**src/rtl/core/mdaa_ram.sv**
```systemverilog
// Generic single-port-write, single-port-read synchronous RAM.
// Read data is registered and holds while the read enable is low.
// No dependencies.
module mdaa_ram #(
  parameter int WIDTH = 32,
  parameter int DEPTH = 16
) (
  input  logic                                   clk,
  input  logic                                   we,
  input  logic [(DEPTH > 1 ? $clog2(DEPTH) : 1)-1:0] waddr,
  input  logic [WIDTH-1:0]                       wdata,
  input  logic                                   re,
  input  logic [(DEPTH > 1 ? $clog2(DEPTH) : 1)-1:0] raddr,
  output logic [WIDTH-1:0]                       rdata
);

  logic [WIDTH-1:0] mem [DEPTH];
  logic [WIDTH-1:0] rdata_r;

  always_ff @(posedge clk) begin
    if (we) begin
      mem[waddr] <= wdata;
    end
    if (re) begin
      rdata_r <= mem[raddr];
    end
  end

  assign rdata = rdata_r;

endmodule

```
**config.mk**
```make
export PLATFORM = sky130hd
export DESIGN_NAME = mdaa_ram
export DESIGN_NICKNAME = d
export VERILOG_FILES = /design/src/rtl/core/mdaa_ram.sv
export SDC_FILE = /design/constraint.sdc
export NUM_CORES = 1
export LEC_CHECK = 0
export ABC_AREA = 1
export BUFFER_PORTS_ARGS = -buffer_cell sky130_fd_sc_hd__buf_2
export CORE_MARGIN = 2
export CORE_UTILIZATION = 50
export DETAILED_ROUTE_END_ITERATION = 6
export GPL_TIMING_DRIVEN = 0
export PLACE_DENSITY = 0.72
export REMOVE_ABC_BUFFERS = 1
export SYNTH_ARGS = -nofsm -noshare
export SYNTH_HDL_FRONTEND = slang
export SYNTH_SLANG_ARGS = --single-unit
export TNS_END_PERCENT = 20
```
**constraint.sdc**
```tcl
create_clock -name clk -period 2.2 [get_ports clk]
set_input_delay 0.22 -clock clk [delete_from_list [all_inputs] [get_ports clk]]
set_output_delay 0.22 -clock clk [all_outputs]
set_load 0.01 [all_outputs]
```
* Word-level counts from Yosys, hierarchy flattened
Memories as Yosys holds them, arrays and structs flattened. A register that Yosys moved wholly into a read port is not among the register bits.
Index checks and enable logic that the tools add are counted.
** Cells by class
- $add $sub $neg :: 0
- $mul :: 0
- Div/mod/pow operators :: 0
- Order comparisons :: 0
- Eq/ne operators :: 0
- Shift operators :: 0
- Mux-type cells :: 2
- Bitwise gates (word level) :: 0
- Reductions and logical operators :: 0
** Operators by type and width (number)
- $mux 1 :: 2
** Storage, ports and cells
- Register bits :: 0
- Bits in latches :: 0
- RAM bits :: 512
- Bits in read-only memories :: 0
- Input bits :: 43
- Output and inout port bits :: 32
- Word-level logic and storage cells :: 3
- Memories kept :: 1
** Memories
- mem :: words 16, width 32, read ports 1, clocked after memory_dff 1, wr ports 1, line 17 : logic [WIDTH-1:0] mem [DEPTH];

* Depth between registers and ports, before layout
Gate-level depths: netlist of run 1.
- Word-level depth :: 2
- Depth in mapped cells :: 10
- Gate-level depth less buffers :: 7

* Least setup slack after synthesis of run 1
Ideal clock, no wire load.
- Path type :: input port to flip-flop
- From :: input port waddr[2] (netlist name)
- To :: memory mem[10][0], enable pin
- Setup time :: 421 ps
- Arrival :: 1792 ps
- Data required time :: 1779 ps
- Setup slack :: -13 ps
- Cell stages on the path :: 2
- Buffers on the path :: 0
- Cells stage by stage :: nand3b_1 nor2_1
** RTL lines
- start: declaration :: line 10 : input logic [(DEPTH > 1 ? $clog2(DEPTH) : 1)-1:0] waddr,
- end: declaration :: line 17
Straight into the memory's write port.

==> impl_metrics.csv, run 1 <==
group,metric,value,unit
setup_path,critical_path.endpoint_type,"flop",
logic_synthesis,ys_types,14,
logic_synthesis,synthAdderAreaFrac,0,
clock_network,clock-root-buffer,"clkbuf_16",
timing,finalSetupViolCount,0,
final_layout,layout.nets,2244,
logic_synthesis,synth_area,23100,sq um
clock_network,clk_path_buf_depth,3,
timing,setup_tns,0,ns
min_path,min_path_type,"in2reg",
logic_synthesis,yosys.area_share.simple,0.197,
floorplanning,start_util,0.507,
clock_network,cts_buffers,53,
timing,period_minus_slack,2.03,ns
logic_synthesis,synthCells,2120,
clock_network,cts_htree_levels,2,
clock_network,clk_pin_slew_worst_paths,0.06,ns
grt,overflow,0,
clock_network,cts_tree,"yes",
final_layout,multiInputGateArea,4670,sq um
detailed_routing,vias,14700,
timing,skew,0.0101,ns
logic_synthesis,ys_warn_count,0,
floorplanning,io_pins,75,
floorplanning,fp.coreArea,45500,sq um
timing,tightest_slew,1.17,ns
timing,min_period_over_period,0.922,
logic_synthesis,yosysMostFrequentCell,"nand2_1",
place,portBuffers,74,
timing,rsz0062_at_grt,"no",
logic_synthesis,synth-seq-cells,544,
detailed_routing,wire_per_inst,18.6,um
timing,max_freq,493,MHz
setup_path,critPathKind,"in2reg",
detailed_routing,postRouteWirelength,52700,um
final_layout,drive_gt1_frac,0.0818,
logic_synthesis,synth_top_area_share,0.709,
run_status,outcome,"finished clean",
detailed_routing,post_drt_via_cell_ratio,5.18,
logic_synthesis,synth_mux_area_frac,0,
floorplanning,core.rowCount,78,
timing,finalHoldViolations,0,
setup_path,crit_fanout,164,
detailed_routing,drc,0,
grt,grt_antenna_before_repair,2,
floorplanning,fp.dieArea,47800,sq um
detailed_routing,dr.pass1.iters,6,
final_layout,fin_area,26100,sq um
logic_synthesis,async_reset_ff_frac,0,
detailed_routing,drtIter0Drc,1588,
flow_run,maxCapViolations,0,
place,place_area,24200,sq um
clock_network,worstSkewPairLatency,0.59,ns
floorplanning,die_w,219,um
grt,grt_pass1_wl,79700,um
floorplanning,die_h,219,um
logic_synthesis,syn_avg_cell_area,10.9,sq um
power,cellPowerDensity,829,nW/um^2
grt,grt_max_degree,165,
logic_synthesis,ys_seq_area_frac,0.709,
grt,grt_pass1_vias,14400,
logic_synthesis,synthFlopType,"edfxtp_1",
final_layout,fillers,3581,
logic_synthesis,synth_edf_count,544,
logic_synthesis,synth_common_cells,"677 x nand2_1, 544 x edfxtp_1, 388 x inv_1, 385 x nand3_1, 41 x buf_2",
place,place_hpwl,27400,um
timing,relSlewSlack,0.221,
logic_synthesis,yosysTopAreaCell,"edfxtp_1",
place,gp_congestion,0.738,
clock_network,cts_sinks,544,
final_layout,regArea,16300,sq um
logic_synthesis,synth-xor-area-share,0,
grt,track_usage,0.221,
power,max-vdd-ir-drop,554,uV
logic_synthesis,synthTopCellsByArea,"edfxtp_1 71%, nand2_1 11%, nand3_1 8.4%",
timing,slew_violations,0,
final_layout,syn_to_final_growth,13.4,%
detailed_routing,final_antenna_net_count,0,
logic_synthesis,synth_top_family_by_area,"simple AND/OR/NAND/NOR gates",
power,leakagePower,11.0,nW
setup_path,start_kind,"input port",
setup_path,cp.required,2.52,ns
logic_synthesis,synth_compound_area_frac,0,
setup_path,cp.arrival,2.34,ns
setup_path,r2r_slack,0.95,ns
-- state kept, by name, summed over array words and instances (netlist names) --
register,count
mem,512
rdata,32
-- cell families (layout without fill, tap and decap cells) --
kind of cell | count (synthesis) | count (layout)
and+or+nand+nor | 1081 | 1081
other | 0 | 2
buffers and inverters | 495 | 613
DFF | 544 | 544
-- through the flow --
step                      cells  worst slack, ns  total power, W  hold WS (ns)   util
after floorplan            2015           -0.433          0.0126         0.319      -
after global placement     2689            -6.16          0.0132         0.585  0.516
after detailed placement   2714           -0.379          0.0133         0.599  0.532
after CTS                  2838            0.194          0.0218         0.245  0.575
after global routing       2840           0.0930          0.0223         0.289  0.575
final                      2840            0.171          0.0217         0.268  0.575
-- area by class of cell --
type,count,area share
diodes,2,0.000191
multi-input cells,1081,0.179
repair buffers,131,0.0494
clock buffers,72,0.0551
inverters,390,0.0568
flip-flops and latches,544,0.625
clock inverters,20,0.00641
well taps,600,0.0287
-- worst paths after layout --
path	startpoint	endpoint	cells after the start
max reg2reg	mem[6][8]	rdata[8]	6
min reg2reg	mem[14][28]	rdata[28]	6
min	raddr[1]	rdata[10]	5
max	raddr[0]	rdata[8]	9
-- what timing repair did --
item	CTS	global route
setup buffers	0	0
setup endpoints to repair	0	1
hold buffers	32	0
endpoints found under the hold margin	504	0
gates resized for setup	0	2
-- per-layer routing --
| metal | vias up | global-route usage | routed length (um) |
|---|---|---|---|
| met5 | - | 0 | 0 |
| met4 | 0 | 0.0878 | 1950 |
| met3 | 146 | 0.0388 | 3430 |
| met2 | 513 | 0.391 | 26500 |
| met1 | 7012 | 0.269 | 20900 |
| li1 | 7030 | - | - |
-- power by group --
group	internal [W]	leakage, nW	switching, W
logic	0.000417	5.25	0.000961
clock network	0.00489	0.778	0.00366
registers	0.0117	4.94	0.0000579
total	0.0170	11.0	0.00468
-- worst max-delay path: stages --
cell and delay [ns]:
buf_8 0.52, inv_12 0.33, buf_16 0.37, nand2_1 0.18, nand2_1 0.08, nand2_1 0.07, nand3_1 0.08, nand3_1 0.09
nand2_1 0.12
-- placed cells by master (no fill, tap or decap), drive strengths merged --
master	Yosys	layout
nand2	677	677
diode	0	2
edfxtp	544	544
bufinv	0	3
dlygate4sd3	0	32
nand3b	2	2
clkinv	0	15
clkinvlp	0	1
buf	91	99
nand3	385	385
inv	390	391
nor2	17	17
clkbuf	14	72
No activity file was read; power rests on OpenSTA's default activity.
==> run 2, diff against run 1 <==
--- a/config.mk
+++ b/config.mk
@@ -5,7 +5,6 @@
 export SDC_FILE = /design/constraint.sdc
 export NUM_CORES = 1
 export LEC_CHECK = 0
-export ABC_AREA = 1
 export BUFFER_PORTS_ARGS = -buffer_cell sky130_fd_sc_hd__buf_2
 export CORE_MARGIN = 2
 export CORE_UTILIZATION = 50
==> run 2 against run 1 <==
Against the previous run:
- combinational power down 25%
- critical path depth down 4
- setup slack better by 0.078 ns
- total power down 1.4%
- final area down 11%
- largest power group unchanged
- sequential cell count unchanged
- cell count down 46%
- critical path type unchanged
==> impl_metrics.csv, run 2 <==
group,metric,value,unit
floorplanning,fp.dieArea,42000,sq um
logic_synthesis,synth_mux_area_frac,0.143,
timing,min_period_over_period,0.887,
timing,holdWs,0.0264,ns
floorplanning,die_w,205,um
place,pre_cts_ws,-0.410,ns
timing,finalSetupViolCount,0,
setup_path,cp-endpoint,"rdata[23]",
detailed_routing,drc,0,
grt,grt_pass1_wl,60800,um
setup_path,path_cells,"buf_8 > buf_16 > mux4_2 > a22oi_1 > nand2_1",
floorplanning,core.rowCount,73,
setup_path,start_kind,"input port",
power,max-vdd-ir-drop,616,uV
grt,grt_use_met3,0.0410,
timing,tightest_slew,1.06,ns
setup_path,cp.arrival,2.23,ns
clock_network,cts_tree,"yes",
clock_network,cts_resized,0,
final_layout,drive_gt1_frac,0.335,
grt,grt_antenna_before_repair,4,
final_layout,fillers,2801,
power,cellPowerDensity,916,nW/um^2
logic_synthesis,syn_avg_cell_area,24.1,sq um
setup_path,crit_start,"raddr[0]",
flow_run,maxCapViolations,0,
logic_synthesis,synth-xor-area-share,0,
setup_path,r2r-end,"rdata[23]",
setup_path,crit_family,"buffers and inverters",
timing,setup_tns,0,ns
final_layout,layout_commonest_cell,"edfxtp_1",
logic_synthesis,synthTopCellsByArea,"edfxtp_1 81%, mux4_2 14%, a22oi_1 2.4%",
logic_synthesis,synth_top_area_share,0.810,
final_layout,layout.nets,1000,
timing,skew,0.0101,ns
setup_path,cpPeakStageDelay,0.58,ns
setup_path,critPathKind,"in2reg",
grt,overflow,0,
logic_synthesis,synthCells,838,
detailed_routing,final_antenna_net_count,0,
final_layout,most-common-layout-cells,"544 x edfxtp_1, 128 x mux4_2, 72 x buf_2",
grt,grt_max_degree,74,
setup_path,r2r_slack,0.65,ns
timing,rsz0062_at_grt,"no",
detailed_routing,dr.pass1.iters,5,
logic_synthesis,yosysTopAreaCell,"edfxtp_1",
clock_network,worstSkewPairLatency,0.56,ns
timing,worst_slack,0.249,ns
grt,grtUsageMet2,0.324,
setup_path,crit_slowest_cell,"mux4_2",
timing,relSlewSlack,0.291,
power,power,0.0214,W
timing,slew_violations,0,
floorplanning,io_pins,75,
detailed_routing,wire_per_inst,26.8,um
timing,period_minus_slack,1.95,ns
logic_synthesis,synth_compound_area_frac,0.0238,
setup_path,critical_path_depth,5,
logic_synthesis,yosys.area_share.simple,0.0125,
grt,track_usage,0.202,
logic_synthesis,ys_seq_area_frac,0.810,
final_layout,largest-register,"mem",
logic_synthesis,synthFlopType,"edfxtp_1",
grt,met1_usage,0.286,
final_layout,largest_reg_flops,512,
logic_synthesis,synth_top_family_by_area,"multiplexers",
power,leakagePower,7.44,nW
clock_network,clk_path_buf_depth,3,
logic_synthesis,synth-seq-cells,544,
timing,max_freq,513,MHz
setup_path,critical_path.endpoint_type,"flop",
place,gp_congestion,0.680,
place,place_hpwl,23100,um
detailed_routing,drtIter0Drc,977,
detailed_routing,post_drt_via_cell_ratio,5.93,
final_layout,syn_to_final_growth,15.7,%
detailed_routing,vias,9030,
logic_synthesis,synth_area,20200,sq um
clock_network,clock-root-buffer,"clkbuf_16",
clock_network,cts_hold_buf,0,
timing,finalHoldViolations,0,
floorplanning,fp.coreArea,39800,sq um
min_path,min_path_type,"in2reg",
clock_network,cts_buffers,52,
floorplanning,start_util,0.507,
logic_synthesis,synth_common_cells,"544 x edfxtp_1, 128 x mux4_2, 64 x a22oi_1, 33 x nand2_1, 17 x clkbuf_1",
logic_synthesis,synthAdderAreaFrac,0,
setup_path,cp.required,2.48,ns
clock_network,cts_sinks,544,
floorplanning,die_h,205,um
clock_network,cts_htree_levels,2,
place,portBuffers,74,
setup_path,reg2reg_from,"mem[6][23]",
grt,grt_pass1_vias,9311,
setup_path,critical_path_buf_inv_count,2,
logic_synthesis,ys_types,17,
setup_path,rr_worst_depth,3,
logic_synthesis,synth_edf_count,544,
setup_path,crit_fanout,73,
logic_synthesis,ys_warn_count,0,
clock_network,clk_pin_slew_worst_paths,0.06,ns
detailed_routing,postRouteWirelength,40900,um
run_status,outcome,"finished clean",
clock_network,post_cts_buffers,0,
logic_synthesis,yosysMostFrequentCell,"edfxtp_1",
grt,top_usage_layer,"met2",
logic_synthesis,async_reset_ff_frac,0,
run 2: worst min path at each step:
stage | startpoint | endpoint | depth (start not counted)
after floorplan | wdata[0] | mem[0][0] | 0
after global placement | wdata[6] | mem[14][6] | 1
after detailed placement | wdata[25] | mem[10][25] | 1
after CTS | wdata[20] | mem[6][20] | 1
after global routing | wdata[14] | mem[13][14] | 1
final | wdata[11] | mem[7][11] | 1
run 2: kinds of logic after synthesis:
kind of cell    after synthesis
flops                       544
mux                         128
compound gates               64
simple gates                 59
buf+inv                      43
run 2: metal layers:
layer	share of wire	vias to the layer above
met2	0.50	336
met5	0.00029	-
li1	-	3845
met1	0.41	4792
met4	0.017	2
met3	0.076	55
run 2: cell type report:
cell class,count,area [sq um],area share
tap,525,657,0.0281
sequential,544,16300,0.700
clock buffer,63,1360,0.0584
antenna,2,5.00,0.000214
clock inverter,31,285,0.0122
multi-input combinational,251,3750,0.161
timing repair buffer,108,942,0.0404
run 2: report_power, final:
group / switching, W / internal, W
combinational: 0.000604 / 0.000427
clock: 0.00361 / 0.00499
sequential: 0.0000571 / 0.0117
total: 0.00427 / 0.0171
run 2: metrics by stage:
stage	utilization	area (sq um)	cells
finish	0.586	23300	1524
global route	0.586	23300	1522
CTS	0.586	23300	1522
detailed placement	0.545	21700	1428
global placement	0.527	21000	1394
floorplan	-	20000	795
